`config.mk`:
```
export PLATFORM = sky130hd
export DESIGN_NAME = twes_ctrl
export DESIGN_NICKNAME = d
export VERILOG_FILES = /design/src/rtl/twes_pkg.sv /design/src/rtl/twes_ctrl.sv
export SDC_FILE = /design/constraint.sdc
export NUM_CORES = 1
export LEC_CHECK = 0
export BUFFER_PORTS_ARGS = -buffer_cell sky130_fd_sc_hd__buf_2
export CAP_MARGIN = 10
export CORE_AREA = 4 4 41 43
export CTS_BUF_LIST = sky130_fd_sc_hd__clkbuf_8
export CTS_CLUSTER_SIZE = 40
export DETAILED_ROUTE_END_ITERATION = 12
export DIE_AREA = 0 0 45 47
export PLACE_DENSITY = 0.72
export SLEW_MARGIN = 20
export SYNTH_ARGS = -nofsm -noshare
export SYNTH_HDL_FRONTEND = slang
export SYNTH_SLANG_ARGS = --single-unit
```
`constraint.sdc`:
```
create_clock -name clk -period 5.85 [get_ports clk]
set_clock_uncertainty 0.15 [all_clocks]
set_input_delay 1.4625 -clock clk [delete_from_list [all_inputs] [get_ports clk]]
set_output_delay 1.4625 -clock clk [all_outputs]
set_load 0.05 [all_outputs]
```
`src/rtl/twes_pkg.sv`:
```
// Shared constants, codes and controller/datapath interface types for the timing wheel scheduler.
// No dependencies; used by twes_ctrl, twes_dp and timing_wheel_event_scheduler.
package twes_pkg;

    localparam int SLOTS    = 64;
    localparam int PER_SLOT = 8;
    localparam int TAG_BITS = 16;

    localparam int REQ_W   = 2;
    localparam int DELAY_W = 32;
    localparam int TAG_W   = 16;
    localparam int SEL_W   = 6;
    localparam int STAT_W  = 3;

    localparam int SLOT_W  = $clog2(SLOTS);
    localparam int FILL_W  = $clog2(PER_SLOT + 1);
    localparam int TADDR_W = $clog2(SLOTS * PER_SLOT);

    localparam int SLOT_MS   = 100;
    localparam int ROUND_MS  = 50;
    localparam int MIN_AHEAD = 2;
    localparam int LIMIT_MS  = SLOTS * SLOT_MS;

    // (x + 50) / 100 as a multiply by ceil(2^24 / 100) and a shift
    localparam int X_W      = $clog2(LIMIT_MS + ROUND_MS);
    localparam int RECIP_SH = 24;
    localparam int RECIP_K  = ((1 << RECIP_SH) + SLOT_MS - 1) / SLOT_MS;
    localparam int K_W      = $clog2(RECIP_K + 1);
    localparam int PROD_W   = X_W + K_W;
    localparam int AHEAD_W  = SLOT_W + 1;
    localparam int SUM_W    = SLOT_W + 2;

    typedef enum logic [REQ_W-1:0] {
        REQ_SCHED  = 2'd0,
        REQ_TICK   = 2'd1,
        REQ_CANCEL = 2'd2,
        REQ_NONE   = 2'd3
    } req_t;

    typedef enum logic [STAT_W-1:0] {
        ST_SCHEDULED = 3'd0,
        ST_EXPIRED   = 3'd1,
        ST_TOO_LONG  = 3'd2,
        ST_FULL      = 3'd3,
        ST_EMPTY     = 3'd4,
        ST_CANCELLED = 3'd5,
        ST_NOT_FOUND = 3'd6
    } stat_t;

    typedef struct packed {
        logic  load;
        logic  mul;
        logic  set_slot;
        logic  take_fill;
        logic  scan;
        logic  sched_wr;
        logic  tick_done;
        logic  cancel_done;
        logic  clear;
        logic  emit;
        logic  last;
        stat_t code;
    } cmd_t;

    typedef struct packed {
        logic clr_last;
        logic too_long;
        logic sel_bad;
        logic fill_zero;
        logic fill_full;
        logic rsp_valid;
        logic rsp_last;
        logic found_now;
    } sts_t;

endpackage

```
`src/rtl/twes_ctrl.sv`:
```
// Controller of the timing wheel scheduler: sequences clearing, schedule, tick and cancel
// transactions and issues datapath commands. Uses twes_pkg.
module twes_ctrl
(
    input  logic                       clk,
    input  logic                       rst_n,
    input  logic                       start,
    input  logic [twes_pkg::REQ_W-1:0] req_type,
    input  twes_pkg::sts_t             sts,
    output twes_pkg::cmd_t             cmd,
    output logic                       busy
);

    typedef enum logic [2:0] {
        CLR,
        IDLE,
        S_CHK,
        S_SLOT,
        S_WAIT,
        S_FILL,
        T_SCAN,
        C_SCAN
    } state_t;

    state_t         state_reg, state_next;
    twes_pkg::req_t op_reg,    op_next;

    assign busy = (state_reg != IDLE);

    always_comb
    begin
        cmd        = '0;
        state_next = state_reg;
        op_next    = op_reg;

        case (state_reg)
            CLR:
            begin
                cmd.clear = 1'b1;
                if (sts.clr_last)
                begin
                    state_next = IDLE;
                end
            end

            IDLE:
            begin
                if (start)
                begin
                    cmd.load = 1'b1;
                    op_next  = twes_pkg::req_t'(req_type);
                    case (twes_pkg::req_t'(req_type))
                        twes_pkg::REQ_SCHED:  state_next = S_CHK;
                        twes_pkg::REQ_TICK,
                        twes_pkg::REQ_CANCEL: state_next = S_SLOT;
                        default:              state_next = IDLE;
                    endcase
                end
            end

            S_CHK:
            begin
                cmd.mul = 1'b1;
                if (sts.too_long)
                begin
                    cmd.emit   = 1'b1;
                    cmd.last   = 1'b1;
                    cmd.code   = twes_pkg::ST_TOO_LONG;
                    state_next = IDLE;
                end
                else
                begin
                    state_next = S_SLOT;
                end
            end

            S_SLOT:
            begin
                if (op_reg == twes_pkg::REQ_CANCEL && sts.sel_bad)
                begin
                    cmd.emit   = 1'b1;
                    cmd.last   = 1'b1;
                    cmd.code   = twes_pkg::ST_NOT_FOUND;
                    state_next = IDLE;
                end
                else
                begin
                    cmd.set_slot = 1'b1;
                    state_next   = S_WAIT;
                end
            end

            S_WAIT:
            begin
                state_next = S_FILL;
            end

            S_FILL:
            begin
                cmd.take_fill = 1'b1;
                case (op_reg)
                    twes_pkg::REQ_SCHED:
                    begin
                        cmd.emit = 1'b1;
                        cmd.last = 1'b1;
                        if (sts.fill_full)
                        begin
                            cmd.code = twes_pkg::ST_FULL;
                        end
                        else
                        begin
                            cmd.sched_wr = 1'b1;
                            cmd.code     = twes_pkg::ST_SCHEDULED;
                        end
                        state_next = IDLE;
                    end
                    twes_pkg::REQ_TICK:
                    begin
                        if (sts.fill_zero)
                        begin
                            cmd.emit      = 1'b1;
                            cmd.last      = 1'b1;
                            cmd.code      = twes_pkg::ST_EMPTY;
                            cmd.tick_done = 1'b1;
                            state_next    = IDLE;
                        end
                        else
                        begin
                            state_next = T_SCAN;
                        end
                    end
                    default:
                    begin
                        if (sts.fill_zero)
                        begin
                            cmd.emit   = 1'b1;
                            cmd.last   = 1'b1;
                            cmd.code   = twes_pkg::ST_NOT_FOUND;
                            state_next = IDLE;
                        end
                        else
                        begin
                            state_next = C_SCAN;
                        end
                    end
                endcase
            end

            T_SCAN:
            begin
                cmd.scan = 1'b1;
                if (sts.rsp_valid)
                begin
                    cmd.emit = 1'b1;
                    cmd.last = sts.rsp_last;
                    cmd.code = twes_pkg::ST_EXPIRED;
                end
                if (sts.rsp_last)
                begin
                    cmd.tick_done = 1'b1;
                    state_next    = IDLE;
                end
            end

            C_SCAN:
            begin
                cmd.scan = 1'b1;
                if (sts.rsp_last)
                begin
                    cmd.emit = 1'b1;
                    cmd.last = 1'b1;
                    if (sts.found_now)
                    begin
                        cmd.cancel_done = 1'b1;
                        cmd.code        = twes_pkg::ST_CANCELLED;
                    end
                    else
                    begin
                        cmd.code = twes_pkg::ST_NOT_FOUND;
                    end
                    state_next = IDLE;
                end
            end

            default:
            begin
                state_next = IDLE;
            end
        endcase
    end

    always_ff @(posedge clk or negedge rst_n)
    begin
        if (!rst_n)
        begin
            state_reg <= CLR;
            op_reg    <= twes_pkg::REQ_NONE;
        end
        else
        begin
            state_reg <= state_next;
            op_reg    <= op_next;
        end
    end

    a_last_ends: assert property (@(posedge clk) disable iff (!rst_n)
        (cmd.emit && cmd.last) |=> (state_reg == IDLE))
        else $error("final result not followed by idle");

    a_idle_quiet: assert property (@(posedge clk) disable iff (!rst_n)
        !busy |-> !(cmd.emit || cmd.scan || cmd.sched_wr || cmd.tick_done || cmd.cancel_done))
        else $error("datapath work issued while idle");

endmodule
```
======== Yosys cells after proc, flatten, opt, wreduce, memory -nomap -nowiden ========
Cells that the tools add are included.
cells by class
  mux-type cells .......................... 38
  reductions and logical operators ........ 8
  equality and inequality tests ........... 15
operators by type and width
  cell                                                             number
  5-bit two-way mux                                                6
  5-bit one-hot mux with 5 select lines                            1
  3-bit one-hot mux with 7 select lines                            1
  3-bit two-way mux                                                6
  1-bit two-way mux                                                17
  3-bit == test, second input constant                             4
  5-bit one-hot mux with 2 select lines                            1
  3-bit by 2-bit == test with 1-bit output, second input constant  2
  2-bit two-way mux                                                3
  3-bit one-hot mux with 2 select lines                            1
  2-bit by 1-bit == test with 1-bit output, second input constant  2
  2-bit == test, second input constant                             2
  2-bit zero test                                                  2
  2-bit != test, second input constant                             2
  2-bit one-hot mux with 2 select lines                            1
  2-bit OR reduction                                               2
  3-bit by 1-bit == test with 1-bit output, second input constant  1
  3-bit zero test                                                  1
  3-bit by 1-bit != test with 1-bit output, second input constant  1
  3-bit AND reduction                                              1
  2-bit by 1-bit != test with 1-bit output, second input constant  1
  1-bit one-hot mux with 2 select lines                            1
  2-bit AND reduction                                              1
  1-bit logical AND                                                1
word-level totals
  input port bits ......................... 13
  flip-flop bits (word level) ............. 5
  logic and storage cells ................. 63
  output and inout bits ................... 15

======== Logic depth before layout (Yosys ltp) ========
  depth in word-level cells ............... 5
  mapped depth ............................ 6

======== Worst setup path before layout ========
Ideal clock, no wire load.
  kind .................................... input-to-output
  start point ............................. in sts[3] (netlist bit)
  end point ............................... out cmd[8] (netlist bit)
  stages .................................. 1
  arrival time ............................ 2.962 ns
  path slack .............................. 1.276 ns
  buffers on the path ..................... 0
  cells stage by stage .................... nor4_1
on the way
  word-level cells in the longest chain between the ends .. 3
ends and longest elaborated chain
  element            line              text
  from (decl)        twes_ctrl.sv:9    input twes_pkg::sts_t sts,
  1-bit two-way mux  twes_ctrl.sv:106  if (sts.fill_full)
  1-bit two-way mux  twes_ctrl.sv:101  case (op_reg)
  1-bit two-way mux  twes_ctrl.sv:36   case (state_reg)
  to (decl)          twes_ctrl.sv:10   output twes_pkg::cmd_t cmd,
Every way passes these cells.

==> results.toml <==
[worst_setup_path]
cp_max_fo = 4
crit_path_end_kind = "output pin"
path_cells = "buf_2, and3b_1, nor3b_4, a2111oi_4, o21ai_1, buf_2"
cpMostUsedCell = "buf_2"
critPathSlowestCell = "a2111oi_4"
cpPeakStageDelay_ps = 360
path_class = "input pin to output pin"
cp_top_family = "compound AO/OA/AOI/OAI gates"
cp.required_ps = 4240
arrival_ps = 2630
critPathLaunchType = "input pin"
r2r_setup_slack_ps = 4200
cp.buffers_inverters = 2

[clock_tree]
clk_latency_ps = 220
cts-root-buf = "clkbuf_8"
clock_sink_count = 5
clk_pin_slew_worst_paths_ps = 30
postCtsHoldBufs = 0
clockBufferDepth = 2
post_cts_resized = 0
cts_max_level = 1
cts_tree = "built"
cts_buffers = 3
cts_setup_buffers = 0

[finish]
final_util_pct = 54.8
drive_gt1_share_pct = 38.4
layout.nets = 113
fin_cells = 114
largest_reg_flops = 3
syn_to_final_growth_pct = 34.1
n_antenna_cell = 0
num-fill-cells = 126

[floorplanning]
die_w_um = 45
initial_core_util_pct = 40.9
pin_count = 28
num_rows = 13
dieArea_um2 = 2120
die_h_um = 47
core_area_um2 = 1300

[detailed_routing]
drt-initial-drc-count = 30
met1Wirelength_um = 649
top_layer = "met4"
wl_per_cell_um = 12.9
dr.pass1.iters = 6
wl_um = 1470
route.met3.wl_um = 146
antenna_left = 0
route.detailed.drc = 0
vias_per_cell = 5.66
vias = 645
wl_met2_um = 663

[placement]
place_inst = 110
port_buffers = 27
globalplace.congestion = 0.840
hpwl_um = 1170

[yosys]
ys_types = 30
synth_area_um2 = 532
yosysSeqAreaShare_pct = 24.0
syn_inst = 71
synth-edff-count = 0
ys_ff_latch = 5
synthFlopType = "dfrtp_1"
synthArstFlopShare_pct = 100
avgSynthCellArea_um2 = 7.49
syn_nets = 84
yosys_warnings = 0

[worst_hold_path]
min_path_type = "register to register"

[sta]
relSlewSlack_pct = 69.1
worstMarginPinSlew_ps = 464
fin_crit_sh_pct = 72.5
tns_ps = 0
setup_viol_count_final = 0
drv_slew = 0
holdWs_ps = 497
max_clock_freq_mhz = 236
finalCriticalPeriod_ps = 4240
finalHoldViolations = 0
rsz0062_at_grt = "no"

[power_and_ir_drop]
ir_drop_uv = 258
p_leak_nw = 0.354
power.density_nw_per_um2 = 564

[global_route]
grt_pass1_vias = 525
grt_max_degree = 15
grt_pass1_wl_um = 2280
grt_overflow = 0
antenna_found_initial = 0
track_usage_pct = 14.7

[job]
cap_violations = 0

[outcome]
status = "finished, final reports clean"
## layout by cell type, fill, tap and decap left out, types with 2 or more instances in the layout
cell type / synthesis / layout
nand2_1: 11 / 11
nor2b_1: 2 / 2
inv_1: 2 / 3
nor2_1: 4 / 4
clkbuf_8: 0 / 3
dfrtp_1: 3 / 3
buf_2: 2 / 27
and3_1: 2 / 2
o21ai_0: 8 / 8
a21oi_1: 5 / 5
dfstp_2: 2 / 2
nor3_1: 4 / 4
nor3b_1: 3 / 3
nand3_1: 3 / 3
mux2_2: 2 / 2
and2_1: 3 / 3
## cell usage after synthesis (all sizes together) (3+ instances only)
library cell  number  area [um^2]
nor2b              3         21.3
buf                3         17.5
a21oi              5         25.0
nor2               4         15.0
nand2             11         41.3
nor3               4         20.0
o21ai              9         45.0
nor3b              4         41.3
nand3              3         15.0
dfrtp              3         75.1
inv                3         11.3
and2               3         18.8
## per-stage QoR
step | worst slack (ps) | area, um^2 | power [mW]
5_1_grt | 1540 | 713 | 0.433
6_report | 1610 | 713 | 0.402
3_3_place_gp | 1680 | 668 | 0.339
2_1_floorplan | 1280 | 532 | 0.291
3_5_place_dp | 1620 | 668 | 0.341
4_1_cts | 1620 | 713 | 0.405
## worst reg2reg max path, stage by stage (launching register included)
cell     delay [ps]
dfrtp_1         490
nor2b_2         310
nand2_1         120
or3_1           380
a21oi_1         130
## logic make-up (layout without fill, tap and decap cells)
logic type	count (synthesis)	after routing	synth area share, %
and+or+nand+nor	38	38	40.5
buffers and inverters	6	34	5.41
DFF	5	5	24.0
muxes	2	2	4.23
AOI/OAI and AO/OA	20	20	25.9
## power breakdown
| part | internal (mW) | switching [mW] | total, mW |
|---|---|---|---|
| logic | 0.0777 | 0.173 | 0.251 |
| registers | 0.0556 | 0.0342 | 0.0898 |
| clock network | 0.0450 | 0.0167 | 0.0617 |
## final timing paths
kind                              start      endpoint  cells after the start
min in group asynchronous         rst_n  state_reg[0]                      1
hold / removal                op_reg[0]     op_reg[0]                      1
setup reg to reg           state_reg[0]  state_reg[1]                      4
setup / recovery                 sts[5]        cmd[3]                      6
max in group asynchronous         rst_n     op_reg[1]                      1
hold reg to reg               op_reg[0]     op_reg[0]                      1
## layer usage
metal / vias to the layer above / global-route usage (%)
met2: 37 / 22.3
li1: 315 / -
met1: 291 / 20.4
met5: - / 0
met4: 0 / 3.51
met3: 2 / 4.60
## cell type report
class	count	area (um^2)	share of cell area [%]
clock buffer	3	41.3	5.79
clock inverter	1	3.75	0.526
inverter	3	11.3	1.58
multi-input combinational	60	375	52.6
sequential	5	128	17.9
tap	15	18.8	2.63
timing repair buffer	27	135	18.9
(Power assumes the default switching activity.)
